--- config.mk ---
export PLATFORM = sky130hd
export DESIGN_NAME = fat_volume_geometry_core_flat
export DESIGN_NICKNAME = d
export VERILOG_FILES = /design/src/sv/fvg_pkg.sv /design/src/sv/fvg_if.sv /design/src/sv/fvg_front.sv /design/src/sv/fvg_back.sv /design/src/sv/fat_volume_geometry_core.sv /design/src/flat_wrapper.sv
export SDC_FILE = /design/constraint.sdc
export NUM_CORES = 2
export LEC_CHECK = 0
export BUFFER_PORTS_ARGS = -buffer_cell sky130_fd_sc_hd__buf_2
export CORE_ASPECT_RATIO = 0.7
export CORE_UTILIZATION = 40
export CTS_CLUSTER_SIZE = 30
export DETAILED_ROUTE_END_ITERATION = 10
export MAX_ROUTING_LAYER = met4
export PLACE_DENSITY = 0.68
export SLEW_MARGIN = 15
export SYNTH_ARGS = -nofsm -noshare
export SYNTH_HDL_FRONTEND = slang
export SYNTH_SLANG_ARGS = --single-unit
export TNS_END_PERCENT = 50
--- constraint.sdc ---
create_clock -name clk -period 37 [get_ports clk]
set_input_delay 7.4 -clock clk [delete_from_list [all_inputs] [get_ports clk]]
set_output_delay 7.4 -clock clk [all_outputs]
set_load 0.02 [all_outputs]
--- src/sv/fvg_pkg.sv ---
// Package for the FAT volume layout pipeline: field widths, codes, beat structs
// and table lookup helpers. No dependencies.
`default_nettype none
package fvg_pkg;
  localparam int SizeBits = 48;

  typedef enum logic [2:0] {
    REQ_AUTO = 3'd0, REQ_AUTO16 = 3'd1, REQ_FAT12 = 3'd2, REQ_FAT16 = 3'd3, REQ_FAT32 = 3'd4
  } fs_req_t;

  localparam logic [1:0] FAT12 = 2'd0;
  localparam logic [1:0] FAT16 = 2'd1;
  localparam logic [1:0] FAT32 = 2'd2;

  typedef struct packed {
    logic [SizeBits-1:0] size_bytes;
    logic [2:0]  fs_request;
    logic        auto_sector_size;
    logic        auto_cluster_size;
    logic        auto_root_entries;
    logic [12:0] sector_bytes_req;
    logic [7:0]  cluster_sectors_req;
    logic [15:0] root_entries_req;
    logic        align_clusters;
    logic        strict_check;
    logic        with_mbr;
    logic        mbr_padded;
  } req_t;

  typedef struct packed {
    logic        status;
    logic [1:0]  fat_type;
    logic [12:0] sector_bytes;
    logic [7:0]  cluster_sectors;
    logic [39:0] total_sectors;
    logic [27:0] data_clusters;
    logic [22:0] fat_sectors_each;
    logic [7:0]  first_fat_sector;
    logic [12:0] root_dir_sectors;
    logic [23:0] data_area_start;
    logic [7:0]  boot_record_sectors;
    logic [48:0] total_bytes;
  } res_t;

  // Sectors scaled to bytes: sectors << log2(bps); compare against byte limits.
  // log2(cluster bytes) for the tables, given size in bytes (sectors*bps, 53 bits).
  function automatic logic [4:0] tab_log2(input logic [1:0] fs, input logic [52:0] b);
    logic [4:0] r;
    r = 5'd0;
    if (fs == FAT12) begin
      r = (b < 53'd15 * 53'd1048576) ? 5'd13 : 5'd12;
    end else if (fs == FAT16) begin
      if (b < (53'd16 << 20)) r = 5'd12;
      else if (b < (53'd128 << 20)) r = 5'd11;
      else if (b < (53'd256 << 20)) r = 5'd12;
      else if (b < (53'd512 << 20)) r = 5'd13;
      else if (b < (53'd1 << 30)) r = 5'd14;
      else if (b < (53'd2 << 30)) r = 5'd15;
      else if (b < (53'd4 << 30)) r = 5'd16;
      else if (b < (53'd8 << 30)) r = 5'd17;
      else r = 5'd18;
    end else begin
      if (b < (53'd260 << 20)) r = 5'd9;
      else if (b < (53'd8 << 30)) r = 5'd12;
      else if (b < (53'd16 << 30)) r = 5'd13;
      else if (b < (53'd32 << 30)) r = 5'd14;
      else r = 5'd15;
    end
    return r;
  endfunction
endpackage
`default_nettype wire

--- src/sv/fvg_if.sv ---
// Valid/ready channel interfaces carrying one beat of type req_t or res_t.
// Depends on fvg_pkg for the payload types.
`default_nettype none
interface fvg_req_if (input wire logic clk);
  import fvg_pkg::*;
  logic valid;
  logic ready;
  req_t data;
  modport source (output valid, output data, input ready);
  modport sink (input valid, input data, output ready);
endinterface

interface fvg_res_if (input wire logic clk);
  import fvg_pkg::*;
  logic valid;
  logic ready;
  res_t data;
  modport source (output valid, output data, input ready);
  modport sink (input valid, input data, output ready);
endinterface
`default_nettype wire

--- src/sv/fvg_front.sv ---
// Stage 1 and 2: sector size, round up, type and cluster size selection.
// Depends on fvg_pkg.
`default_nettype none
module fvg_front (
  input  wire logic          clk,
  input  wire logic          rst,
  input  wire logic          en,
  input  wire logic          in_valid,
  input  wire fvg_pkg::req_t in_req,
  output logic               s2_valid,
  output logic               s2_err,
  output logic [1:0]         s2_fs,
  output logic [3:0]         s2_lbps,
  output logic [2:0]         s2_lspc,
  output logic [39:0]        s2_sectors,
  output fvg_pkg::req_t      s2_req
);
  import fvg_pkg::*;

  logic          s1_valid;
  logic          s1_err;
  logic [3:0]    s1_lbps;
  logic [39:0]   s1_sectors;
  req_t          s1_req;
  logic          err1;
  logic [3:0]    lbps;
  logic [12:0]   sb;
  logic [SizeBits-1:0] sz;
  logic [SizeBits-1:0] msk;
  logic [SizeBits-1:0] q;
  logic [39:0]   s1_sectors_next;

  // Decode sector size and round up the size
  always_comb begin
    err1 = 1'b0;
    lbps = 4'd9;
    sb = in_req.sector_bytes_req;
    if (!in_req.auto_sector_size) begin
      case (sb)
        13'd512:  lbps = 4'd9;
        13'd1024: lbps = 4'd10;
        13'd2048: lbps = 4'd11;
        13'd4096: lbps = 4'd12;
        default:  err1 = 1'b1;
      endcase
    end
    sz = in_req.size_bytes;
    msk = (SizeBits'(1) << lbps) - SizeBits'(1);
    q = sz >> lbps;
    s1_sectors_next = 40'(q) + {39'd0, |(sz & msk)};
  end

  always_ff @(posedge clk) begin
    if (rst) s1_valid <= 1'b0;
    else if (en) s1_valid <= in_valid;
    if (en) begin
      s1_err <= err1;
      s1_lbps <= lbps;
      s1_sectors <= s1_sectors_next;
      s1_req <= in_req;
    end
  end

  // Select type and cluster size
  logic        err2;
  logic [1:0]  fs;
  logic [2:0]  lspc;
  logic [52:0] bytes;
  logic [4:0]  lc;
  logic [39:0] clus0;
  logic [7:0]  spc;
  always_comb begin
    err2 = s1_err;
    fs = FAT12;
    lspc = 3'd0;
    bytes = 53'(s1_sectors) << s1_lbps;
    spc = s1_req.cluster_sectors_req;
    clus0 = 40'd0;
    lc = 5'd0;
    if (s1_req.auto_cluster_size) begin
      if (s1_req.fs_request == REQ_AUTO || s1_req.fs_request == REQ_AUTO16) begin
        if (bytes < (53'd16 << 20)) fs = FAT12;
        else if (bytes >= (53'd260 << 20) && bytes < (53'd2 << 40)
                 && s1_req.fs_request != REQ_AUTO16) fs = FAT32;
        else if (bytes < (53'd16 << 30)) fs = FAT16;
        else err2 = 1'b1;
      end else if (s1_req.fs_request <= REQ_FAT32) begin
        fs = 2'(s1_req.fs_request - REQ_FAT12);
      end else begin
        err2 = 1'b1;
      end
      lc = tab_log2(fs, bytes);
      if (lc <= 5'(s1_lbps)) lspc = 3'd0;
      else if (lc - 5'(s1_lbps) > 5'd7) err2 = 1'b1;
      else lspc = 3'(lc - 5'(s1_lbps));
    end else begin
      if (spc == 8'd0 || (spc & (spc - 8'd1)) != 8'd0) err2 = 1'b1;
      for (int i = 0; i < 8; i++) if (spc[i]) lspc = 3'(i);
      clus0 = s1_sectors >> lspc;
      if (s1_req.fs_request == REQ_AUTO || s1_req.fs_request == REQ_AUTO16) begin
        if (clus0 < 40'd4085) fs = FAT12;
        else if (clus0 < 40'd65525 || s1_req.fs_request == REQ_AUTO16) fs = FAT16;
        else fs = FAT32;
      end else if (s1_req.fs_request <= REQ_FAT32) begin
        fs = 2'(s1_req.fs_request - REQ_FAT12);
      end else begin
        err2 = 1'b1;
      end
    end
  end

  always_ff @(posedge clk) begin
    if (rst) s2_valid <= 1'b0;
    else if (en) s2_valid <= s1_valid;
    if (en) begin
      s2_err <= err2;
      s2_fs <= fs;
      s2_lbps <= s1_lbps;
      s2_lspc <= lspc;
      s2_sectors <= s1_sectors;
      s2_req <= s1_req;
    end
  end
endmodule
`default_nettype wire

--- src/sv/fvg_back.sv ---
// Stages 3 to 5: root and FAT region sizing, cluster count checks, result.
// Depends on fvg_pkg.
`default_nettype none
module fvg_back (
  input  wire logic          clk,
  input  wire logic          rst,
  input  wire logic          en,
  input  wire logic          s2_valid,
  input  wire logic          s2_err,
  input  wire logic [1:0]    s2_fs,
  input  wire logic [3:0]    s2_lbps,
  input  wire logic [2:0]    s2_lspc,
  input  wire logic [39:0]   s2_sectors,
  input  wire fvg_pkg::req_t s2_req,
  output logic               out_valid,
  output fvg_pkg::res_t      out_res
);
  import fvg_pkg::*;

  // Stage 3: fixed regions and first cluster estimate
  logic [7:0]  spc2;
  logic [7:0]  fat1;
  logic [15:0] rent;
  logic [20:0] rbytes;
  logic [12:0] rsec;
  logic [12:0] rmask;
  logic [13:0] dst;
  logic        e3;
  logic [39:0] c1;
  always_comb begin
    spc2 = 8'd1 << s2_lspc;
    e3 = s2_err;
    rent = s2_req.auto_root_entries ? 16'd512 : s2_req.root_entries_req;
    rbytes = {rent, 5'd0};
    rmask = 13'(spc2) - 13'd1;
    rsec = 13'(rbytes >> s2_lbps)
           + {12'd0, |(rbytes & ((21'd1 << s2_lbps) - 21'd1))};
    if (s2_fs == FAT32) begin
      fat1 = 8'd32;
      if (s2_req.align_clusters) fat1 = 8'((9'd32 + 9'(spc2)) & ~(9'(spc2) - 9'd1));
      rsec = 13'd0;
    end else begin
      fat1 = s2_req.align_clusters ? spc2 : 8'd1;
      if (s2_req.align_clusters) rsec = (rsec + rmask) & ~rmask;
    end
    dst = 14'(fat1) + 14'(rsec);
    if (40'(dst) > s2_sectors) e3 = 1'b1;
    c1 = (s2_sectors - 40'(dst)) >> s2_lspc;
  end

  logic        s3_valid, s3_err;
  logic [1:0]  s3_fs;
  logic [3:0]  s3_lbps;
  logic [2:0]  s3_lspc;
  logic [39:0] s3_sectors, s3_c1;
  logic [7:0]  s3_fat1;
  logic [12:0] s3_rsec;
  logic [13:0] s3_dst;
  req_t        s3_req;
  always_ff @(posedge clk) begin
    if (rst) s3_valid <= 1'b0;
    else if (en) s3_valid <= s2_valid;
    if (en) begin
      s3_err <= e3; s3_fs <= s2_fs; s3_lbps <= s2_lbps; s3_lspc <= s2_lspc;
      s3_sectors <= s2_sectors; s3_c1 <= c1; s3_fat1 <= fat1; s3_rsec <= rsec;
      s3_dst <= dst; s3_req <= s2_req;
    end
  end

  // Stage 4: table size and final data start
  logic [42:0] fb;
  logic [42:0] fs43;
  logic [42:0] fm;
  logic [43:0] d2;
  always_comb begin
    if (s3_fs == FAT12) fb = ((43'(s3_c1) * 43'd3) >> 1) + 43'd1;
    else if (s3_fs == FAT16) fb = 43'(s3_c1) << 1;
    else fb = 43'(s3_c1) << 2;
    fs43 = (fb >> s3_lbps) + {42'd0, |(fb & ((43'd1 << s3_lbps) - 43'd1))};
    fm = (43'd1 << s3_lspc) - 43'd1;
    if (s3_req.align_clusters) fs43 = (fs43 + fm) & ~fm;
    d2 = 44'(s3_dst) + {fs43, 1'b0};
  end

  logic        s4_valid, s4_err;
  logic [1:0]  s4_fs;
  logic [3:0]  s4_lbps;
  logic [2:0]  s4_lspc;
  logic [39:0] s4_sectors;
  logic [7:0]  s4_fat1;
  logic [12:0] s4_rsec;
  logic [42:0] s4_fsec;
  logic [43:0] s4_d2;
  req_t        s4_req;
  always_ff @(posedge clk) begin
    if (rst) s4_valid <= 1'b0;
    else if (en) s4_valid <= s3_valid;
    if (en) begin
      s4_err <= s3_err; s4_fs <= s3_fs; s4_lbps <= s3_lbps; s4_lspc <= s3_lspc;
      s4_sectors <= s3_sectors; s4_fat1 <= s3_fat1; s4_rsec <= s3_rsec;
      s4_fsec <= fs43; s4_d2 <= d2; s4_req <= s3_req;
    end
  end

  // Stage 5: final cluster count, limits and result assembly
  logic        e5;
  logic [39:0] cl;
  logic [7:0]  mbr;
  res_t        r;
  always_comb begin
    e5 = s4_err;
    if (s4_d2 > 44'(s4_sectors)) e5 = 1'b1;
    cl = (s4_sectors - 40'(s4_d2)) >> s4_lspc;
    if (s4_fs == FAT12) begin
      if (cl > 40'd4084) e5 = 1'b1;
    end else if (s4_fs == FAT16) begin
      if (cl < 40'd4085 || cl > 40'd65524) e5 = 1'b1;
    end else begin
      if (cl < 40'd65525 || (s4_req.strict_check && cl == 40'd65525)) e5 = 1'b1;
      if (cl > 40'hfffffed) e5 = 1'b1;
    end
    mbr = !s4_req.with_mbr ? 8'd0 : (s4_req.mbr_padded ? (8'd1 << s4_lspc) : 8'd1);
    r = '0;
    r.status = 1'b1;
    if (!e5) begin
      r.status = 1'b0;
      r.fat_type = s4_fs;
      r.sector_bytes = 13'd1 << s4_lbps;
      r.cluster_sectors = 8'd1 << s4_lspc;
      r.total_sectors = s4_sectors;
      r.data_clusters = 28'(cl);
      r.fat_sectors_each = 23'(s4_fsec);
      r.first_fat_sector = s4_fat1;
      r.root_dir_sectors = s4_rsec;
      r.data_area_start = 24'(s4_d2);
      r.boot_record_sectors = mbr;
      r.total_bytes = 49'((53'(s4_sectors) + 53'(mbr)) << s4_lbps);
    end
  end

  always_ff @(posedge clk) begin
    if (rst) out_valid <= 1'b0;
    else if (en) out_valid <= s4_valid;
    if (en) out_res <= r;
  end

  // An error beat carries zeros in every other field
  assert property (@(posedge clk) disable iff (rst)
    out_valid && out_res.status |-> out_res.total_sectors == 40'd0 && out_res.fat_type == 2'd0)
    else $error("error beat with payload");
  // A good beat has a legal type and nonzero cluster size
  assert property (@(posedge clk) disable iff (rst)
    out_valid && !out_res.status |-> out_res.fat_type != 2'd3 && out_res.cluster_sectors != 8'd0)
    else $error("bad good beat");
  // Stalled pipeline holds its output stage
  assert property (@(posedge clk) disable iff (rst)
    !en |=> $stable(out_valid)) else $error("output moved while stalled");
endmodule
`default_nettype wire

--- src/sv/fat_volume_geometry_core.sv ---
// FAT volume layout pipeline top level: request channel in, layout channel out.
// Depends on fvg_pkg, fvg_if, fvg_front and fvg_back.
`default_nettype none
// Takes one volume request per cycle unless stalled and returns its FAT12/16/32
// layout through a five stage pipeline (decode and round up, type and cluster
// size, fixed regions, table size, limits). A request whose result cannot be
// taken stalls the whole pipeline; the last stage doubles as the output
// register, so a new request enters whenever that register is free or being
// drained. Errors return status 1 with all other fields zero.
module fat_volume_geometry_core (
  input wire logic    clk,
  input wire logic    rst,
  fvg_req_if.sink     req,
  fvg_res_if.source   res
);
  import fvg_pkg::*;

  logic        en;
  logic        s2_valid, s2_err;
  logic [1:0]  s2_fs;
  logic [3:0]  s2_lbps;
  logic [2:0]  s2_lspc;
  logic [39:0] s2_sectors;
  req_t        s2_req;

  // Advance whenever the output is empty or being drained
  assign en = !res.valid || res.ready;
  assign req.ready = en;

  fvg_front u_front (
    .clk, .rst, .en,
    .in_valid(req.valid), .in_req(req.data),
    .s2_valid, .s2_err, .s2_fs, .s2_lbps, .s2_lspc, .s2_sectors, .s2_req
  );

  fvg_back u_back (
    .clk, .rst, .en,
    .s2_valid, .s2_err, .s2_fs, .s2_lbps, .s2_lspc, .s2_sectors, .s2_req,
    .out_valid(res.valid), .out_res(res.data)
  );
endmodule
`default_nettype wire
--- src/flat_wrapper.sv ---
// flat-port wrapper written by rule: the top's interface ports become plain ports
module fat_volume_geometry_core_flat import fvg_pkg::*;
  (clk, rst, req_valid, req_data, req_ready, res_valid, res_data, res_ready);
  fvg_req_if req_i (.clk(clk));
  fvg_res_if res_i (.clk(clk));
  input wire logic clk;
  input wire logic rst;
  input wire logic [$bits(req_i.valid)-1:0] req_valid;
  input wire logic [$bits(req_i.data)-1:0] req_data;
  output wire logic [$bits(req_i.ready)-1:0] req_ready;
  output wire logic [$bits(res_i.valid)-1:0] res_valid;
  output wire logic [$bits(res_i.data)-1:0] res_data;
  input wire logic [$bits(res_i.ready)-1:0] res_ready;
  assign req_i.valid = req_valid;
  assign req_i.data = req_data;
  assign req_ready = req_i.ready;
  assign res_valid = res_i.valid;
  assign res_data = res_i.data;
  assign res_i.ready = res_ready;
  fat_volume_geometry_core u_core (.clk(clk), .rst(rst), .req(req_i), .res(res_i));
endmodule
# Word-level counts from Yosys, hierarchy flattened
# Cells that the tools add are included.
[word_totals] ff_bits=641 inputBits=99 out_inout_bits=219 wordCells=239
[classes] add_sub_neg=21 multipliers=1 magnitude_cmp=26 n_eq_ne=11 shifts=15 n_mux=70 bitwise_logic=10 reduce_logical=20
[op_table] op="$mux W217" n=1
[op_table] op="$shr A40 B3 Y40" n=3
[op_table] op="$lt A53 B29 Y1 const B" n=2
[op_table] op="$and A43 B43 Y43" n=2
[op_table] op="$sub A43 B1 Y43 const B" n=2
[op_table] op="$mux W42" n=2
[op_table] op="$lt A40 B12 Y1 const B" n=2
[op_table] op="$lt A40 B16 Y1 const B" n=2
[op_table] op="$ge A53 B29 Y1 const B" n=1
[op_table] op="$lt A53 B24 Y1 const B" n=1
[op_table] op="$lt A53 B25 Y1 const B" n=1
[op_table] op="$lt A53 B28 Y1 const B" n=1
[op_table] op="$lt A53 B30 Y1 const B" n=1
[op_table] op="$lt A53 B31 Y1 const B" n=1
[op_table] op="$lt A53 B32 Y1 const B" n=1
[op_table] op="$lt A53 B33 Y1 const B" n=1
[op_table] op="$lt A53 B34 Y1 const B" n=1
[op_table] op="$lt A53 B35 Y1 const B" n=1
[op_table] op="$lt A53 B36 Y1 const B" n=1
[op_table] op="$lt A53 B42 Y1 const B" n=1
[op_table] op="$shl A40 B4 Y53" n=1
[op_table] op="$shl A41 B4 Y49" n=1
[op_table] op="$and A48 B48 Y48" n=1
[op_table] op="$reduce_or A48 Y1" n=1
[op_table] op="other kinds (70)" n=142

# Longest topological paths before layout
[depth] word_depth=18 ltp_mapped=45 mapped_depth_nobuf=42

# Cells and area by module
# From an unflattened synthesis, not the netlist that was laid out.
[hier_totals] cells_unflattened=5900 area_unflattened_um2=56614.3
[modules_own_cells] mod="fvg_back" n_inst=1 cells_each=4781 area_per_inst_um2=42326.8 seq_area_each_um2=14684.1
[modules_own_cells] mod="fvg_front" n_inst=1 cells_each=1118 area_per_inst_um2=14281.2 seq_area_each_um2=8538.2
[modules_own_cells] mod="fat_volume_geometry_core" n_inst=1 cells_each=1 area_per_inst_um2=6.3 seq_area_each_um2=0.0

# Worst setup path before layout
# OpenSTA, ideal clock, no wires.
[synth_path] kind="input port to output port" start="in res_ready" end="out req_ready" arrival_time_ns=24.463 required_time_ns=29.600 slack_ns=5.137 path_stages=2 n_path_buf=1 path_cell_list="nand2b_1 clkbuf_1"
[synth_between] elab_chain_cells=1
[synth_lines] item="start, declared" line="flat_wrapper.sv:13" rtl="input wire logic [$bits(res_i.ready)-1:0] res_ready;"
[synth_lines] item="$logic_or A1 B1 Y1" line="fat_volume_geometry_core.sv:27" rtl="assign en = !res.valid || res.ready;"
[synth_lines] item="end, declared" line="flat_wrapper.sv:10" rtl="output wire logic [$bits(req_i.ready)-1:0] req_ready;"
# No other way between the ends.

# Worst setup path in the final report
# Same ends and word-level chain as after synthesis.

==> metrics.yaml <==
outcome:
  status: "finished clean"
clocking:
  cts_buffers: 61
  cts_tree: "yes"
  cts_resized: 0
  root_buffer: "clkbuf_16"
  cts_buffer_depth: 3
  htreeDepth: 2
  clock_latency_ns: 0.67
  cts_sinks: 621
  postCtsHoldBufs: 0
  clkSlewWorstSetupHoldPaths_ns: 0.06
  cts_setup_buffers: 0
pwr:
  clockPowerShare: 0.186
  seqPwrFrac: 0.271
  sw_frac_of_total: 0.445
  p_leak_uw: 0.0222
  p_sw_uw: 1570
  intPower_uw: 1950
  ir_drop_mv: 0.0423
  p_per_area_nw_per_um2: 66.5
  comb_power_share: 0.543
  finalPower_uw: 3520
floorplan:
  die-area_sq_um: 121000
  num_rows: 105
  pin_count: 318
  die_h_um: 292
  coreArea_sq_um: 118000
  start_util: 0.406
  die_w_um: 416
timing:
  setup_viol: 0
  tightest_slew_ns: 1.34
  max_slew_margin: 0.0976
  setup_tns_ns: 0
  fin_hold_ws_ns: 0.407
  period_minus_slack_ns: 15.55
  min_period_over_period: 0.420
  clock.fmax_mhz: 64.3
  skew_ns: 0.0356
  drv_slew: 0
  hold_viol: 0
  rsz0062_at_grt: "no"
critical_path:
  critPathSlowestCell: "nand2b_4"
  cp-start-kind: "input pin"
  end_kind: "output pin"
  crit_arrival_ns: 8.15
  slowest_delay_ns: 0.41
  required_ns: 29.60
  cp_max_fo: 33
  worstPathCellList: "buf_2 -> nand2b_4 -> buf_2"
  crit_type: "in -> out"
  crit_top_cell: "buf_2"
global_route:
  gr-total-overflow: 0
  antenna_found_initial: 1
  grt_pass1_wl_mm: 231
  grt_max_degree: 174
  grt_pass1_vias: 37840
  gr-usage-all-layers: 0.251
synth:
  synthCells: 5241
  syn_avg_cell_area_sq_um: 9.15
  synth_async_sr_flop_share: 0
  synth-main-ff-cell: "edfxtp_1"
  ys_warn_count: 0
  ys_ff_latch: 621
  synthesis.area_sq_um: 47900
  synth_edf_count: 616
  seq_area_frac_synth: 0.388
  yosysUniqueCellTypes: 119
route:
  drc: 0
  drt_pre_antenna_iters: 6
  drt-initial-drc-count: 4320
  ant_nets: 0
  drt-wirelength-per-cell_um: 21.9
  vias: 41928
  via_per_inst: 5.98
  routed_wl_mm: 153
finish:
  area_growth_pct: 10.4
  final_common_cell: "edfxtp_1"
  nets: 5750
  final_cell_mix: "616 x edfxtp_1, 517 x nand2_1, 472 x nor2_1"
  drive_gt1_frac: 0.116
  final_core_util: 0.449
place:
  placement.io_buffers: 301
  place_hpwl_mm: 119
  place_congestion: 1.01
flow_run:
  max_cap_viol_count: 0
min_path:
  hp-class: "reg -> reg"
==> stage by stage <==
step           cells  cell area [sq um]  worst slack, ns
6_report        7015              52900            21.45
5_1_grt         7013              52900            21.39
4_1_cts         7013              52900            21.43
3_5_place_dp    6899              50800            21.44
3_3_place_gp    6899              50800            21.44
2_1_floorplan   5288              48100             5.14
==> worst max-delay path, delay by kind of cell <==
family | cells | cell delay (ns)
buffers and inverters | 2 | 0.33
AND/OR/NAND/NOR | 1 | 0.41
==> Yosys cell counts (all sizes together) (19+ instances only) <==
master	n	area [sq um]
a2111oi	44	404
a211oi	45	363
a21boi	28	218
a21o	95	713
a21oi	344	1730
a221oi	19	173
a22oi	26	195
a31oi	59	369
and2	54	338
and3	112	701
and4	32	280
buf	78	380
clkbuf	220	826
edfxtp	616	18500
ha	231	2890
inv	240	901
mux2	59	664
mux2i	218	2180
nand2	518	1950
nand2b	57	357
nand3	135	708
nand4	78	488
nor2	474	1790
nor2b	39	244
nor3	227	1140
nor4	74	533
o211ai	48	375
o21a	46	345
o21ai	259	1310
o21bai	33	248
o22ai	30	188
o311ai	21	191
o31ai	42	334
or2	28	175
or3	41	258
or4	19	154
xnor2	163	1430
xor2	84	736
==> area by class of cell <==
class,instances,area [sq um]
fillers,11280,65100
clock inverters,47,502
flip-flops and latches,621,18600
clock buffers,67,1570
diodes,2,5.00
well taps,1551,1940
inverters,246,923
multi-input cells,4123,27400
repair buffers,358,1950
==> kinds of logic (layout without fill, tap and decap cells) <==
family / after synthesis / after routing / share of synthesized area
AOI/OAI and AO/OA: 1342 / 1342 / 0.190
other: 2 / 51 / 0.000157
buffers and inverters: 544 / 718 / 0.0444
muxes: 292 / 292 / 0.0664
DFF: 621 / 621 / 0.388
xor gates and xnor gates: 247 / 247 / 0.0451
and+or+nand+nor: 1953 / 1953 / 0.202
adders and majority gates: 240 / 240 / 0.0641
==> path summary, 6_finish.rpt <==
check / startpoint / endpoint / slack [ns] / cells after the start
max reg2reg: u_core.u_back.s3_c1[1]$_DFFE_PP_ / u_core.u_back.s4_d2[36]$_DFFE_PP_ / 24.65 / 41
min reg2reg: u_core.u_back.s3_sectors[19]$_DFFE_PP_ / u_core.u_back.s4_sectors[19]$_DFFE_PP_ / 0.41 / 0
max: res_ready / req_ready / 21.45 / 3
min: u_core.u_back.s3_sectors[19]$_DFFE_PP_ / u_core.u_back.s4_sectors[19]$_DFFE_PP_ / 0.41 / 0
==> power by group through the flow <==
| stage | combinational (uW) | clock, uW | sequential, uW |
|---|---|---|---|
| after floorplan | 1420 | 0 | 930 |
| after global placement | 1830 | 0 | 965 |
| after detailed placement | 1850 | 0 | 967 |
| after CTS | 1870 | 669 | 952 |
| after global routing | 2100 | 697 | 959 |
| final | 1910 | 655 | 954 |
==> routing by layer <==
layer | track usage | share of wire | up-vias
li1 | - | - | 19986
met1 | 0.376 | 0.48 | 20117
met2 | 0.352 | 0.42 | 1690
met3 | 0.0448 | 0.090 | 135
met4 | 0.0416 | 0.016 | 0
met5 | - | 0 | -
==> sequential cells by signal (all words and copies together) (netlist names), 4 cells and up <==
signal                     count
u_core.u_back.out_res        201
u_core.u_front.s1_req         25
u_core.u_front.s2_sectors     40
u_core.u_back.s4_sectors      40
u_core.u_back.s3_rsec         13
u_core.u_back.s4_fsec         23
u_core.u_front.s1_sectors     40
u_core.u_back.s3_dst          14
u_core.u_front.s2_req         21
u_core.u_back.s4_rsec         13
u_core.u_back.s4_fat1          8
u_core.u_back.s3_fat1          8
u_core.u_front.spc             8
u_core.u_back.s4_d2           44
u_core.u_back.s3_sectors      40
u_core.u_back.s3_c1           40
u_core.u_back.s3_req           4
Power figures use the tool's default switching activity.
